`src/rtl/job_queue_with_cancel_dispatch_macros.svh`:
```
// assertion macros used by the job queue rtl
`ifndef JOB_QUEUE_WITH_CANCEL_DISPATCH_MACROS_SVH
`define JOB_QUEUE_WITH_CANCEL_DISPATCH_MACROS_SVH

// same-cycle implication
`define JQCD_ASSERT_IMPL(name, clk, rst_n, pre, post) \
	name: assert property (@(posedge clk) disable iff (!rst_n) (pre) |-> (post)) \
		else $error("jqcd: implication check failed");

// next-cycle implication
`define JQCD_ASSERT_NEXT(name, clk, rst_n, pre, post) \
	name: assert property (@(posedge clk) disable iff (!rst_n) (pre) |=> (post)) \
		else $error("jqcd: next-cycle check failed");

// condition that must never hold
`define JQCD_ASSERT_NEVER(name, clk, rst_n, cond) \
	name: assert property (@(posedge clk) disable iff (!rst_n) !(cond)) \
		else $error("jqcd: forbidden condition seen");

`endif

```
`src/rtl/jqcd_pkg.sv`:
```
// types and constants of the job queue
package jqcd_pkg;

	localparam int unsigned MAX_RESULTS = 16;
	localparam int unsigned ID_W        = 32;
	localparam int unsigned PAY_W       = 32;
	localparam int unsigned ENTRY_W     = ID_W + PAY_W;
	localparam int unsigned LIMIT_W     = 8;
	localparam int unsigned NRES_W      = 5;

	typedef enum logic [1:0] {
		REQ_SUBMIT      = 2'd0,
		REQ_WORKER_IDLE = 2'd1,
		REQ_CANCEL      = 2'd2,
		REQ_SHUTDOWN    = 2'd3
	} req_type_t;

	typedef enum logic [2:0] {
		STAT_SUBMITTED   = 3'd0,
		STAT_FULL        = 3'd1,
		STAT_TERMINATED  = 3'd2,
		STAT_REMOVED     = 3'd3,
		STAT_NOT_FOUND   = 3'd4,
		STAT_DISPATCHED  = 3'd5,
		STAT_FLUSHED     = 3'd6,
		STAT_TERMINATING = 3'd7
	} status_t;

	typedef enum logic [2:0] {
		ST_IDLE,
		ST_REPLY,
		ST_DISP_RD,
		ST_DISP_EMIT,
		ST_SRCH,
		ST_SHIFT,
		ST_FLUSH_RD,
		ST_FLUSH_EMIT
	} ctrl_state_t;

	typedef struct packed {
		status_t            status;
		logic [ID_W-1:0]    job_id;
		logic [PAY_W-1:0]   payload;
		logic               last;
	} res_item_t;

endpackage

```
`src/rtl/jqcd_store.sv`:
```
// job store: one write port, one registered read port
module jqcd_store #(
	parameter int unsigned DEPTH = 16,
	localparam int unsigned AW = $clog2(DEPTH)
) (
	input  logic                             clk,
	input  logic                             wr_en,
	input  logic [AW-1:0]                    wr_addr,
	input  logic [jqcd_pkg::ENTRY_W-1:0]     wr_data,
	input  logic                             rd_en,
	input  logic [AW-1:0]                    rd_addr,
	output logic [jqcd_pkg::ENTRY_W-1:0]     rd_data
);

	logic [jqcd_pkg::ENTRY_W-1:0] mem [DEPTH];
	logic [jqcd_pkg::ENTRY_W-1:0] rd_data_q;

	always_ff @(posedge clk) begin
		if (wr_en) begin
			mem[wr_addr] <= wr_data;
		end
		if (rd_en) begin
			rd_data_q <= mem[rd_addr];
		end
	end

	assign rd_data = rd_data_q;

endmodule

```
`src/rtl/jqcd_ctrl.sv`:
```
// queue sequencer: request decode, cancel search and compaction, dispatch and flush
`include "job_queue_with_cancel_dispatch_macros.svh"

module jqcd_ctrl #(
	parameter int unsigned QUEUE_DEPTH = 16,
	localparam int unsigned IW = $clog2(QUEUE_DEPTH),
	localparam int unsigned CW = $clog2(QUEUE_DEPTH + 1)
) (
	input  logic                             clk,
	input  logic                             arst_n,
	input  logic                             in_valid,
	output logic                             in_ready,
	input  logic [1:0]                       req_type,
	input  logic [jqcd_pkg::PAY_W-1:0]       payload,
	input  logic [jqcd_pkg::ID_W-1:0]        job_id,
	input  logic                             cfg_wr_en,
	input  logic [jqcd_pkg::LIMIT_W-1:0]     cfg_wr_data,
	output logic                             res_push,
	output jqcd_pkg::res_item_t              res_item,
	input  logic                             res_free,
	output logic                             wr_en,
	output logic [IW-1:0]                    wr_addr,
	output logic [jqcd_pkg::ENTRY_W-1:0]     wr_data,
	output logic                             rd_en,
	output logic [IW-1:0]                    rd_addr,
	input  logic [jqcd_pkg::ENTRY_W-1:0]     rd_data
);

	localparam int unsigned LW = jqcd_pkg::LIMIT_W;
	localparam int unsigned NW = jqcd_pkg::NRES_W;

	jqcd_pkg::ctrl_state_t state_q, state_d;

	logic [IW-1:0]                  head_q, head_d;
	logic [CW-1:0]                  count_q, count_d;
	logic [jqcd_pkg::ID_W-1:0]      next_id_q, next_id_d;
	logic [LW-1:0]                  busy_q, busy_d;
	logic [LW-1:0]                  wait_q, wait_d;
	logic                           shut_q, shut_d;
	logic [LW-1:0]                  max_q;
	logic [CW-1:0]                  ptr_q, ptr_d;
	logic                           rd_valid_s1, rd_valid_d;
	logic [CW-1:0]                  idx_s1, idx_d;
	logic [NW-1:0]                  n_q, n_d;

	logic [jqcd_pkg::ID_W-1:0]      id_q, id_d;
	jqcd_pkg::status_t              res_status_q, res_status_d;
	logic [jqcd_pkg::ID_W-1:0]      res_id_q, res_id_d;
	logic                           res_final_q, res_final_d;

	logic accept;
	logic work_ok;
	logic disp_ok;
	logic item_last;

	// ring slot of an offset from the head
	function automatic logic [IW-1:0] slot(input logic [IW-1:0] hd, input logic [CW-1:0] off);
		logic [CW:0] sum;
		sum = (CW+1)'(hd) + (CW+1)'(off);
		if (sum >= (CW+1)'(QUEUE_DEPTH)) begin
			sum = sum - (CW+1)'(QUEUE_DEPTH);
		end
		return sum[IW-1:0];
	endfunction

	assign in_ready = (state_q == jqcd_pkg::ST_IDLE);
	assign accept   = in_valid & in_ready;
	assign work_ok  = (wait_q != '0) && (count_q != '0) && (busy_q < max_q);
	assign disp_ok  = work_ok && (n_q < NW'(jqcd_pkg::MAX_RESULTS));

	always_comb begin
		state_d      = state_q;
		head_d       = head_q;
		count_d      = count_q;
		next_id_d    = next_id_q;
		busy_d       = busy_q;
		wait_d       = wait_q;
		shut_d       = shut_q;
		ptr_d        = ptr_q;
		rd_valid_d   = rd_valid_s1;
		idx_d        = idx_s1;
		n_d          = n_q;
		id_d         = id_q;
		res_status_d = res_status_q;
		res_id_d     = res_id_q;
		res_final_d  = res_final_q;
		wr_en        = 1'b0;
		wr_addr      = '0;
		wr_data      = '0;
		rd_en        = 1'b0;
		rd_addr      = '0;
		res_push     = 1'b0;
		res_item     = '0;
		item_last    = 1'b0;

		unique case (state_q)
			jqcd_pkg::ST_IDLE: begin
				if (accept) begin
					n_d = '0;
					if (shut_q) begin
						res_status_d = (jqcd_pkg::req_type_t'(req_type) == jqcd_pkg::REQ_SHUTDOWN)
							? jqcd_pkg::STAT_TERMINATING : jqcd_pkg::STAT_TERMINATED;
						res_id_d     = '0;
						res_final_d  = 1'b1;
						state_d      = jqcd_pkg::ST_REPLY;
					end else begin
						unique case (jqcd_pkg::req_type_t'(req_type))
							jqcd_pkg::REQ_SUBMIT: begin
								res_final_d = 1'b0;
								state_d     = jqcd_pkg::ST_REPLY;
								if (count_q == CW'(QUEUE_DEPTH)) begin
									res_status_d = jqcd_pkg::STAT_FULL;
									res_id_d     = '0;
								end else begin
									wr_en        = 1'b1;
									wr_addr      = slot(head_q, count_q);
									wr_data      = {next_id_q, payload};
									count_d      = count_q + 1'b1;
									res_status_d = jqcd_pkg::STAT_SUBMITTED;
									res_id_d     = next_id_q;
									next_id_d    = next_id_q + 1'b1;
								end
							end
							jqcd_pkg::REQ_WORKER_IDLE: begin
								if (busy_q != '0) begin
									busy_d = busy_q - 1'b1;
								end
								if (wait_q != '1) begin
									wait_d = wait_q + 1'b1;
								end
								state_d = jqcd_pkg::ST_DISP_RD;
							end
							jqcd_pkg::REQ_CANCEL: begin
								id_d       = job_id;
								ptr_d      = '0;
								rd_valid_d = 1'b0;
								state_d    = jqcd_pkg::ST_SRCH;
							end
							jqcd_pkg::REQ_SHUTDOWN: begin
								shut_d = 1'b1;
								if (count_q == '0) begin
									head_d       = '0;
									res_status_d = jqcd_pkg::STAT_TERMINATED;
									res_id_d     = '0;
									res_final_d  = 1'b1;
									state_d      = jqcd_pkg::ST_REPLY;
								end else begin
									ptr_d   = '0;
									state_d = jqcd_pkg::ST_FLUSH_RD;
								end
							end
							default: begin
								state_d = jqcd_pkg::ST_IDLE;
							end
						endcase
					end
				end
			end

			jqcd_pkg::ST_REPLY: begin
				// first dispatch always fits behind one reply
				item_last        = res_final_q | ~work_ok;
				res_push         = 1'b1;
				res_item.status  = res_status_q;
				res_item.job_id  = res_id_q;
				res_item.payload = '0;
				res_item.last    = item_last;
				if (res_free) begin
					n_d     = NW'(1);
					state_d = item_last ? jqcd_pkg::ST_IDLE : jqcd_pkg::ST_DISP_RD;
				end
			end

			jqcd_pkg::ST_DISP_RD: begin
				if (disp_ok) begin
					rd_en   = 1'b1;
					rd_addr = head_q;
					state_d = jqcd_pkg::ST_DISP_EMIT;
				end else begin
					state_d = jqcd_pkg::ST_IDLE;
				end
			end

			jqcd_pkg::ST_DISP_EMIT: begin
				item_last = ~((n_q + 1'b1 < NW'(jqcd_pkg::MAX_RESULTS))
					&& (wait_q != LW'(1)) && (count_q != CW'(1))
					&& (busy_q + 1'b1 < max_q));
				res_push         = 1'b1;
				res_item.status  = jqcd_pkg::STAT_DISPATCHED;
				res_item.job_id  = rd_data[jqcd_pkg::ENTRY_W-1:jqcd_pkg::PAY_W];
				res_item.payload = rd_data[jqcd_pkg::PAY_W-1:0];
				res_item.last    = item_last;
				if (res_free) begin
					head_d  = (head_q == IW'(QUEUE_DEPTH - 1)) ? '0 : head_q + 1'b1;
					count_d = count_q - 1'b1;
					wait_d  = wait_q - 1'b1;
					busy_d  = busy_q + 1'b1;
					n_d     = n_q + 1'b1;
					state_d = item_last ? jqcd_pkg::ST_IDLE : jqcd_pkg::ST_DISP_RD;
				end
			end

			jqcd_pkg::ST_SRCH: begin
				// one read issued per cycle, compared in the following cycle
				if (rd_valid_s1 && (rd_data[jqcd_pkg::ENTRY_W-1:jqcd_pkg::PAY_W] == id_q)) begin
					ptr_d      = idx_s1 + 1'b1;
					rd_valid_d = 1'b0;
					state_d    = jqcd_pkg::ST_SHIFT;
				end else if (ptr_q < count_q) begin
					rd_en      = 1'b1;
					rd_addr    = slot(head_q, ptr_q);
					rd_valid_d = 1'b1;
					idx_d      = ptr_q;
					ptr_d      = ptr_q + 1'b1;
				end else begin
					rd_valid_d = 1'b0;
					if (!rd_valid_s1) begin
						res_status_d = jqcd_pkg::STAT_NOT_FOUND;
						res_id_d     = id_q;
						res_final_d  = 1'b0;
						state_d      = jqcd_pkg::ST_REPLY;
					end
				end
			end

			jqcd_pkg::ST_SHIFT: begin
				// write entry j from the read of j+1, next read already two ahead
				if (rd_valid_s1) begin
					wr_en   = 1'b1;
					wr_addr = slot(head_q, idx_s1);
					wr_data = rd_data;
				end
				if (ptr_q < count_q) begin
					rd_en      = 1'b1;
					rd_addr    = slot(head_q, ptr_q);
					rd_valid_d = 1'b1;
					idx_d      = ptr_q - 1'b1;
					ptr_d      = ptr_q + 1'b1;
				end else begin
					rd_valid_d = 1'b0;
					if (!rd_valid_s1) begin
						count_d      = count_q - 1'b1;
						res_status_d = jqcd_pkg::STAT_REMOVED;
						res_id_d     = id_q;
						res_final_d  = 1'b0;
						state_d      = jqcd_pkg::ST_REPLY;
					end
				end
			end

			jqcd_pkg::ST_FLUSH_RD: begin
				rd_en   = 1'b1;
				rd_addr = slot(head_q, ptr_q);
				state_d = jqcd_pkg::ST_FLUSH_EMIT;
			end

			jqcd_pkg::ST_FLUSH_EMIT: begin
				item_last = (ptr_q + 1'b1 == count_q)
					|| (n_q + 1'b1 == NW'(jqcd_pkg::MAX_RESULTS));
				res_push         = 1'b1;
				res_item.status  = jqcd_pkg::STAT_FLUSHED;
				res_item.job_id  = rd_data[jqcd_pkg::ENTRY_W-1:jqcd_pkg::PAY_W];
				res_item.payload = rd_data[jqcd_pkg::PAY_W-1:0];
				res_item.last    = item_last;
				if (res_free) begin
					n_d   = n_q + 1'b1;
					ptr_d = ptr_q + 1'b1;
					if (item_last) begin
						head_d  = '0;
						count_d = '0;
						state_d = jqcd_pkg::ST_IDLE;
					end else begin
						state_d = jqcd_pkg::ST_FLUSH_RD;
					end
				end
			end

			default: begin
				state_d = jqcd_pkg::ST_IDLE;
			end
		endcase
	end

	always_ff @(posedge clk or negedge arst_n) begin
		if (!arst_n) begin
			state_q     <= jqcd_pkg::ST_IDLE;
			head_q      <= '0;
			count_q     <= '0;
			next_id_q   <= jqcd_pkg::ID_W'(1);
			busy_q      <= '0;
			wait_q      <= '0;
			shut_q      <= 1'b0;
			ptr_q       <= '0;
			rd_valid_s1 <= 1'b0;
			n_q         <= '0;
		end else begin
			state_q     <= state_d;
			head_q      <= head_d;
			count_q     <= count_d;
			next_id_q   <= next_id_d;
			busy_q      <= busy_d;
			wait_q      <= wait_d;
			shut_q      <= shut_d;
			ptr_q       <= ptr_d;
			rd_valid_s1 <= rd_valid_d;
			n_q         <= n_d;
		end
	end

	// concurrency limit register
	always_ff @(posedge clk or negedge arst_n) begin
		if (!arst_n) begin
			max_q <= LW'(1);
		end else if (cfg_wr_en) begin
			max_q <= cfg_wr_data;
		end
	end

	always_ff @(posedge clk) begin
		idx_s1       <= idx_d;
		id_q         <= id_d;
		res_status_q <= res_status_d;
		res_id_q     <= res_id_d;
		res_final_q  <= res_final_d;
	end

	`JQCD_ASSERT_NEVER(a_count_range, clk, arst_n, count_q > CW'(QUEUE_DEPTH))
	`JQCD_ASSERT_NEXT(a_shut_sticky, clk, arst_n, shut_q, shut_q)
	`JQCD_ASSERT_IMPL(a_disp_has_work, clk, arst_n, res_push && (res_item.status == jqcd_pkg::STAT_DISPATCHED), (wait_q != '0) && (count_q != '0))
	`JQCD_ASSERT_IMPL(a_result_cap, clk, arst_n, res_push, n_q < NW'(jqcd_pkg::MAX_RESULTS))
	`JQCD_ASSERT_NEVER(a_rw_same_slot, clk, arst_n, wr_en && rd_en && (wr_addr == rd_addr))

endmodule

```
`src/rtl/job_queue_with_cancel_dispatch.sv`:
```
// top level of the ring job queue with cancel and dispatch
//
// usage
// - input channel (in_valid/in_ready) takes one request item: req_type selects
//   submit, worker idle, cancel by job_id or shutdown; payload goes with submit
// - output channel (out_valid/out_ready) gives result items, last marks the final
//   result of a request; a worker-idle request that dispatches nothing gives none
// - cfg_wr_en/cfg_wr_data write max_running, the limit on jobs running at once
// steps per item
// - submit or reply-only request: accepted in idle, then the reply is registered
// - each dispatch or flush result: a store read, then the result
// - cancel: search and compaction stream one store entry per cycle through the
//   single read port, then the reply
// - in_ready is high only while the sequencer is idle, one item at a time
// reset clears the queue, job numbers restart at 1, max_running returns to 1;
// the store contents are not cleared, no entry is read before it is written
// a stalled receiver holds the output register; the sequencer waits on it and
// resumes without loss, and a new item may be taken while the last result waits
module job_queue_with_cancel_dispatch #(
	parameter int unsigned QUEUE_DEPTH = 16
) (
	input  logic        clk,
	input  logic        arst_n,
	input  logic        in_valid,
	output logic        in_ready,
	input  logic [1:0]  req_type,
	input  logic [31:0] payload,
	input  logic [31:0] job_id,
	output logic        out_valid,
	input  logic        out_ready,
	output logic [2:0]  status,
	output logic [31:0] result_job_id,
	output logic [31:0] result_payload,
	output logic        last,
	input  logic        cfg_wr_en,
	input  logic [7:0]  cfg_wr_data
);

	localparam int unsigned IW = $clog2(QUEUE_DEPTH);

	logic                          res_push;
	logic                          res_free;
	jqcd_pkg::res_item_t           res_item;

	// store port wires
	logic                          st_wr_en;
	logic [IW-1:0]                 st_wr_addr;
	logic [jqcd_pkg::ENTRY_W-1:0]  st_wr_data;
	logic                          st_rd_en;
	logic [IW-1:0]                 st_rd_addr;
	logic [jqcd_pkg::ENTRY_W-1:0]  st_rd_data;

	// output register
	logic                          out_valid_q;
	jqcd_pkg::res_item_t           out_item_q;

	assign res_free = ~out_valid_q | out_ready;

	jqcd_ctrl #(
		.QUEUE_DEPTH (QUEUE_DEPTH)
	) u_ctrl (
		.clk         (clk),
		.arst_n      (arst_n),
		.in_valid    (in_valid),
		.in_ready    (in_ready),
		.req_type    (req_type),
		.payload     (payload),
		.job_id      (job_id),
		.cfg_wr_en   (cfg_wr_en),
		.cfg_wr_data (cfg_wr_data),
		.res_push    (res_push),
		.res_item    (res_item),
		.res_free    (res_free),
		.wr_en       (st_wr_en),
		.wr_addr     (st_wr_addr),
		.wr_data     (st_wr_data),
		.rd_en       (st_rd_en),
		.rd_addr     (st_rd_addr),
		.rd_data     (st_rd_data)
	);

	jqcd_store #(
		.DEPTH (QUEUE_DEPTH)
	) u_store (
		.clk     (clk),
		.wr_en   (st_wr_en),
		.wr_addr (st_wr_addr),
		.wr_data (st_wr_data),
		.rd_en   (st_rd_en),
		.rd_addr (st_rd_addr),
		.rd_data (st_rd_data)
	);

	// result is loaded whenever the register is empty or being drained
	always_ff @(posedge clk or negedge arst_n) begin
		if (!arst_n) begin
			out_valid_q <= 1'b0;
		end else if (res_push && res_free) begin
			out_valid_q <= 1'b1;
		end else if (out_ready) begin
			out_valid_q <= 1'b0;
		end
	end

	always_ff @(posedge clk) begin
		if (res_push && res_free) begin
			out_item_q <= res_item;
		end
	end

	assign out_valid      = out_valid_q;
	assign status         = out_item_q.status;
	assign result_job_id  = out_item_q.job_id;
	assign result_payload = out_item_q.payload;
	assign last           = out_item_q.last;

endmodule
```
`config.mk`:
```
export PLATFORM = sky130hd
export DESIGN_NAME = job_queue_with_cancel_dispatch
export DESIGN_NICKNAME = d
export VERILOG_FILES = /design/src/rtl/jqcd_pkg.sv /design/src/rtl/jqcd_store.sv /design/src/rtl/jqcd_ctrl.sv /design/src/rtl/job_queue_with_cancel_dispatch.sv
export VERILOG_INCLUDE_DIRS = /design/src /design/src/rtl
export SDC_FILE = /design/constraint.sdc
export NUM_CORES = 2
export LEC_CHECK = 0
export BUFFER_PORTS_ARGS = -buffer_cell sky130_fd_sc_hd__buf_4
export CORE_MARGIN = 2
export CORE_UTILIZATION = 62
export DETAILED_ROUTE_END_ITERATION = 8
export GPL_TIMING_DRIVEN = 1
export PLACE_DENSITY = 0.91
export SETUP_SLACK_MARGIN = 0.1
export SLEW_MARGIN = 20
export SYNTH_ARGS = -nofsm -noshare
export SYNTH_HDL_FRONTEND = slang
export SYNTH_SLANG_ARGS = --single-unit
```
`constraint.sdc`:
```
create_clock -name clk -period 6.5 [get_ports clk]
set_input_delay 1.3 -clock clk [delete_from_list [all_inputs] [get_ports clk]]
set_output_delay 1.3 -clock clk [all_outputs]
set_load 0.03 [all_outputs]
```
# After elaboration in Yosys (flattened, before gate mapping)
# Memory sizes are Yosys's and may differ from the RTL's. A register that Yosys moved wholly into a read port is not among the register bits.
# Index checks and enable logic that the tools add are counted.
totals:
  register_bits: 222
  ram_bits: 1024
  input_bits: 79
  out_inout_bits: 70
  wordCells: 271
  n_memories: 1
op_classes:
  n_addsub: 18
  n_lt_le_gt_ge: 8
  n_eq_ne: 44
  muxes: 132
  bitwise: 8
  n_reduce_logical: 39
mem_list:
  columns: ["name", "words", "word_bits", "rd", "rd_clocked_by_memory_dff", "wr", "line_no", "source"]
  rows:
  - ["u_store.mem", 16, 64, 1, 1, 1, "jqcd_store.sv:15", "logic [jqcd_pkg::ENTRY_W-1:0] mem [DEPTH];"]
ops:
  columns: ["op", "n"]
  rows:
  - ["$mux W64", 5]
  - ["$mux W32", 7]
  - ["$pmux W68 S3", 1]
  - ["$pmux W64 S2", 1]
  - ["$mux W5", 21]
  - ["$pmux W32 S3", 1]
  - ["$mux W8", 10]
  - ["$mux W4", 19]
  - ["$pmux W32 S2", 1]
  - ["$mux W3", 19]
  - ["$pmux W5 S4", 2]
  - ["$ne A2 B2 Y1 const B", 18]
  - ["$add A32 B1 Y32 const B", 1]
  - ["$eq A32 B32 Y1", 1]
  - ["$pmux W8 S2", 2]
  - ["$mux W1", 25]
  - ["$pmux W3 S8", 1]
  - ["$add A5 B1 Y5 const B", 4]
  - ["$pmux W5 S2", 2]
  - ["$reduce_and A4 Y1", 5]
  - ["$add A4 B5 Y6", 3]
  - ["$ge A6 B5 Y1 const B", 3]
  - ["$reduce_and A6 Y1", 3]
  - ["$add A8 B1 Y8 const B", 2]
  - ["52 further kinds", 92]

# Depth between registers and ports, before layout
logic_depth:
  ltp_word: 8
  mapped_depth: 16
  mapped_depth_nobuf: 12

# By module
# A second synthesis with hierarchy kept.
hier_totals:
  cells_unflattened: 2708
  hier_area_um2: 52301.4
by_module_without_submodules:
  columns: ["mod", "n_inst", "cells_per_inst", "area_per_inst_um2", "seq_area_each_um2"]
  rows:
  - ["jqcd_store", 1, 1647, 40222.3, 32671.3]
  - ["jqcd_ctrl", 1, 989, 9983.3, 4196.5]
  - ["job_queue_with_cancel_dispatch", 1, 72, 2095.8, 2067.0]

# Worst setup path before layout
# OpenSTA, ideal clock, no wires.
synth_timing:
  kind: "input to register"
  start: "input in_valid"
  end: "memory u_store.mem[1][0] (netlist name), enable pin"
  setup_time_ps: 486
  t_arrival_ps: 5285
  required_time_ps: 6014
  slack_ps: 728
  stages: 7
  n_path_buf: 2
  cell_sequence: "nor2b_1 > and4_1 > clkbuf_1 > clkbuf_1 > o211ai_1 > o22a_1 > nor2_1"
synth_via:
  elab_chain_cells: 5
  word_cells_on_any_way: 7
  cone_classes: "6 x mux; 1 x bitwise"
synth_rtl:
  columns: ["element", "line_no", "source"]
  rows:
  - ["from (decl)", "job_queue_with_cancel_dispatch.sv:24", "input logic in_valid,"]
  - ["$and A1 B1 Y1 *", "jqcd_ctrl.sv:67", "assign accept = in_valid & in_ready;"]
  - ["$mux W1", "jqcd_ctrl.sv:98", "if (accept) begin"]
  - ["$pmux W1 S2", "jqcd_ctrl.sv:96", "unique case (state_q)"]
  - ["$mux W1", "jqcd_store.sv:19", "if (wr_en) begin"]
  - ["$mux W1 (not written as such)", "jqcd_store.sv:20", "mem[wr_addr] <= wr_data;"]
  - ["to (decl)", "jqcd_store.sv:15", null]
# Every way passes the cells marked *; elsewhere a longest branch is shown, timed or not.

# Worst setup path in the final report
layout_timing:
  start: "register u_ctrl.count_q[1]"
  end: "register u_store.rd_data_q, in the netlist u_store.rd_data[63], read port of u_store.mem (data pin)"
layout_via:
  elab_chain_cells: 6
  word_cells_on_any_way: 13
  cone_classes: "1 x order compare; 8 x mux; 4 x reduce/logical"
layout_rtl:
  columns: ["element", "line_no", "source"]
  rows:
  - ["from (decl)", "jqcd_ctrl.sv:35", "logic [CW-1:0] count_q, count_d;"]
  - ["from (signal assigned)", "jqcd_ctrl.sv:299", "count_q <= count_d;"]
  - ["parallel branches: the longest is 6 deep, another holds $lt A5 B5 Y1", null, null]
  - ["to (decl)", "jqcd_store.sv:16", "logic [jqcd_pkg::ENTRY_W-1:0] rd_data_q;"]
# Several ways; the timed one is not identified.
# A chain may end at the register's enable or synchronous reset.

==> impl_metrics.yaml <==
logic_synthesis:
  async_flop_share_pct: 6.183
  synth-main-ff-cell: "edfxtp_1"
  yosys_register_bits: 1310
  syn_area_per_cell_sq_um: 14.31
  synth_top_area_cell: "edfxtp_1"
  syn_nets: 3879
  yosysSeqAreaShare_pct: 72.62
  netlist_area_sq_mm: 0.05362
  synth_commonest_cells: "edfxtp_1, nand2_1, and3_1"
  yosys.cell_count.top_type: "edfxtp_1"
  netlist_instances: 3747
  synth_top_area_share_pct: 68.83
  synth-edff-count: 1229
  ys_top_cells_by_area: "edfxtp_1, nand2_1, dfrtp_1, a211oi_1, and3_1"
  yosysUniqueCellTypes: 72
  yosys_warnings: 0
finish:
  fillCellCount: 4852
  finalInstanceArea_sq_mm: 0.05996
  area_delta_synth_final_pct: 11.83
  layout-drive-gt1-share_pct: 11.28
  nNetsFinal: 3946
  post-route-util_pct: 70.20
setup_path:
  critPathLaunchType: "flip-flop"
  crit_cells: 12
  crit_chain: "inv_1, ha_1, and3_1, a2111oi_2, o41a_2, nand4_1, buf_4, buf_4, and3_1, a211oi_1, a31oi_1, a22o_1"
  endpoint_kind: "flip-flop"
  crit_buf_inv: 3
  path_class: "reg -> reg"
  cpPeakStageDelay_ns: 0.57
  reg2reg_depth: 12
  cp.required_ns: 6.92
  cp_slowest_cell: "dfrtp_1"
  crit_arrival_ns: 5.32
  r2r_start: "u_ctrl.count_q[1]"
  path_delay_family: "compound AO/OA/AOI/OAI gates"
  crit_start: "u_ctrl.count_q[1]"
  crit_fanout: 86
clock_network:
  numCtsBuffers: 120
  cts_tree: "yes"
  cts_post_setup_buffers_inserted: 0
  clock_sinks: 1310
  max-clock-path-buffers: 3
  insertion_delay_ns: 0.73
  cts_resized: 0
  clk_pin_slew_ns: 0.06
  clockRootBuffer: "clkbuf_16"
  postCtsHoldBufs: 0
  htree_levels: 3
place:
  placed_area_sq_mm: 0.05606
  place_hpwl_microns: 75570
  gp_congestion: 0.8783
  io_buffer_count: 148
min_path:
  holdPathStages: 1
  min_path_type: "reg -> reg"
  min_from: "u_ctrl.wait_q[5]"
detailed_routing:
  via_count: 36394
  drc: 0
  dr.pass1.iters: 7
  wl_per_cell_microns: 29.13
  vias_per_cell: 7.187
  final_antenna_net_count: 0
  drt_iter0_markers: 6347
  routed_wl_microns: 147500
timing:
  timing.final.crit_share_pct: 75.34
  worstMarginPinSlew_ns: 1.108
  skew_ns: 0.04300
  max_slew_margin_pct: 26.11
  tns_ns: 0
  fmax_mhz: 204.2
  period_needed_ns: 4.897
  setup_viol_count_final: 0
  drv_slew: 0
  finalHoldViolations: 0
  grt_setup_unrepaired: "no"
  holdWs_ns: 0.4992
global_routing:
  grt.total_usage_pct: 32.53
  antenna_found_initial: 2
  grt_pass1_wl_microns: 218700
  grt_pass1_vias: 36419
  grt_max_degree: 180
  grt_overflow_total: 0
power:
  pwr-share-seq_pct: 49.9
  p_comb_share_pct: 16.8
  peakVddDrop_uv: 298.7
  swShare_pct: 28.88
  p_int_w: 0.01504
  leakage_nw: 20.66
  p_sw_w: 0.006108
  p_per_area_mw_per_mm2: 352.7
  clockPowerShare_pct: 33.3
status:
  status: "completed"
floorplan:
  dieArea_sq_mm: 0.08885
  io-pin-count: 149
  die_w_microns: 298.1
  die_y_microns: 298.1
  core_area_sq_mm: 0.08541
  start_util_pct: 62.77
  rows: 107
job:
  maxCapViolCount: 0
## flip-flops by register name, indices dropped and copies added (netlist names), 3 cells and up
signal and count:
u_store.mem 1024, u_store.rd_data 64, result_job_id 32, result_payload 32
u_ctrl.id_q 32, u_ctrl.next_id_q 32, u_ctrl.res_id_q 32, u_ctrl.busy_q 8
u_ctrl.max_q 8, u_ctrl.wait_q 8, u_ctrl.count_q 5, u_ctrl.idx_s1 5
u_ctrl.n_q 5, u_ctrl.ptr_q 5, u_ctrl.head_q 4, status 3
u_ctrl.res_status_q 3, u_ctrl.state_q 3
## per-layer routing
| layer | up-vias | part of all wire [%] | GRT usage [%] | routed length (microns) |
|---|---|---|---|---|
| met1 | 17376 | 33 | 41.50 | 48030 |
| met5 | - | 0.0075 | 0 | 11 |
| met4 | 2 | 6.1 | 19.89 | 8959 |
| met2 | 3544 | 47 | 51.82 | 70070 |
| li1 | 14736 | - | - | - |
| met3 | 736 | 14 | 6.621 | 20460 |
## placed cells by master (no fill, tap or decap), types with 5 or more instances in the layout
cell	count
inv_1	40
xor2_1	42
a211oi_1	255
clkinv_1	33
xnor2_1	57
and3_1	297
nand2b_1	8
a311oi_1	127
clkinv_2	23
nor2_1	55
nand3_1	30
buf_4	196
nor3_1	23
o211ai_1	7
nor2_4	19
a31oi_1	132
a21o_1	6
clkbuf_16	121
nand4_1	17
a21oi_1	47
dfrtp_1	77
buf_12	25
nand2_1	598
nor2b_1	7
bufinv_16	12
mux2i_1	5
o21ai_0	60
clkbuf_1	28
a22o_1	188
edfxtp_1	1229
ha_1	50
## logic make-up (layout without fill, tap and decap cells)
family | count (synthesis) | count (layout) | synth area share [%]
other | 0 | 1 | 0
XOR/XNOR | 99 | 99 | 1.617
buffers and inverters | 319 | 491 | 2.583
adder cells (fa/ha/maj) | 53 | 53 | 1.279
AO/OA/AOI/OAI | 875 | 875 | 12.30
multiplexers | 8 | 8 | 0.1563
AND/OR/NAND/NOR | 1083 | 1083 | 9.444
flip-flops | 1310 | 1310 | 72.62
## power groups by stage
stage	logic, W	clock network [W]	registers, W
2_1_floorplan	0.00195	0	0.0109
3_3_place_gp	0.00333	0	0.0107
3_5_place_dp	0.00344	0	0.0107
4_1_cts	0.00349	0.00701	0.0105
5_1_grt	0.00378	0.00733	0.0106
6_report	0.00356	0.00704	0.0106
## stage by stage
stage,worst slack (ns),std cells,total power [W]
global route,1.460,5064,0.02171
global placement,1.981,4835,0.01400
CTS,1.772,5063,0.02103
finish,1.603,5064,0.02115
detailed placement,1.889,4836,0.01413
floorplan,0.7282,3747,0.01280
## area by class of cell
type                            count  area (sq um)  area share [%]
Inverter                           41         153.9          0.2567
Clock inverter                     78         755.7           1.260
Timing Repair Buffer              223          2011           3.353
Multi-Input combinational cell   2118         13540           22.57
Clock buffer                      149          3133           5.225
Sequential cell                  1310         38940           64.94
Antenna cell                        1         2.502        0.004173
Tap cell                         1144          1431           2.387
## final timing paths
kind | slack (ns) | end
setup reg to reg | 1.60 | u_store.rd_data[63]
hold / removal | 0.50 | u_ctrl.wait_q[5]
min in group asynchronous | 0.63 | u_ctrl.max_q[5]
max in group asynchronous | 5.30 | u_ctrl.state_q[1]
setup / recovery | 1.60 | u_store.rd_data[63]
hold reg to reg | 0.50 | u_ctrl.wait_q[5]
Power figures use the tool's default switching activity.
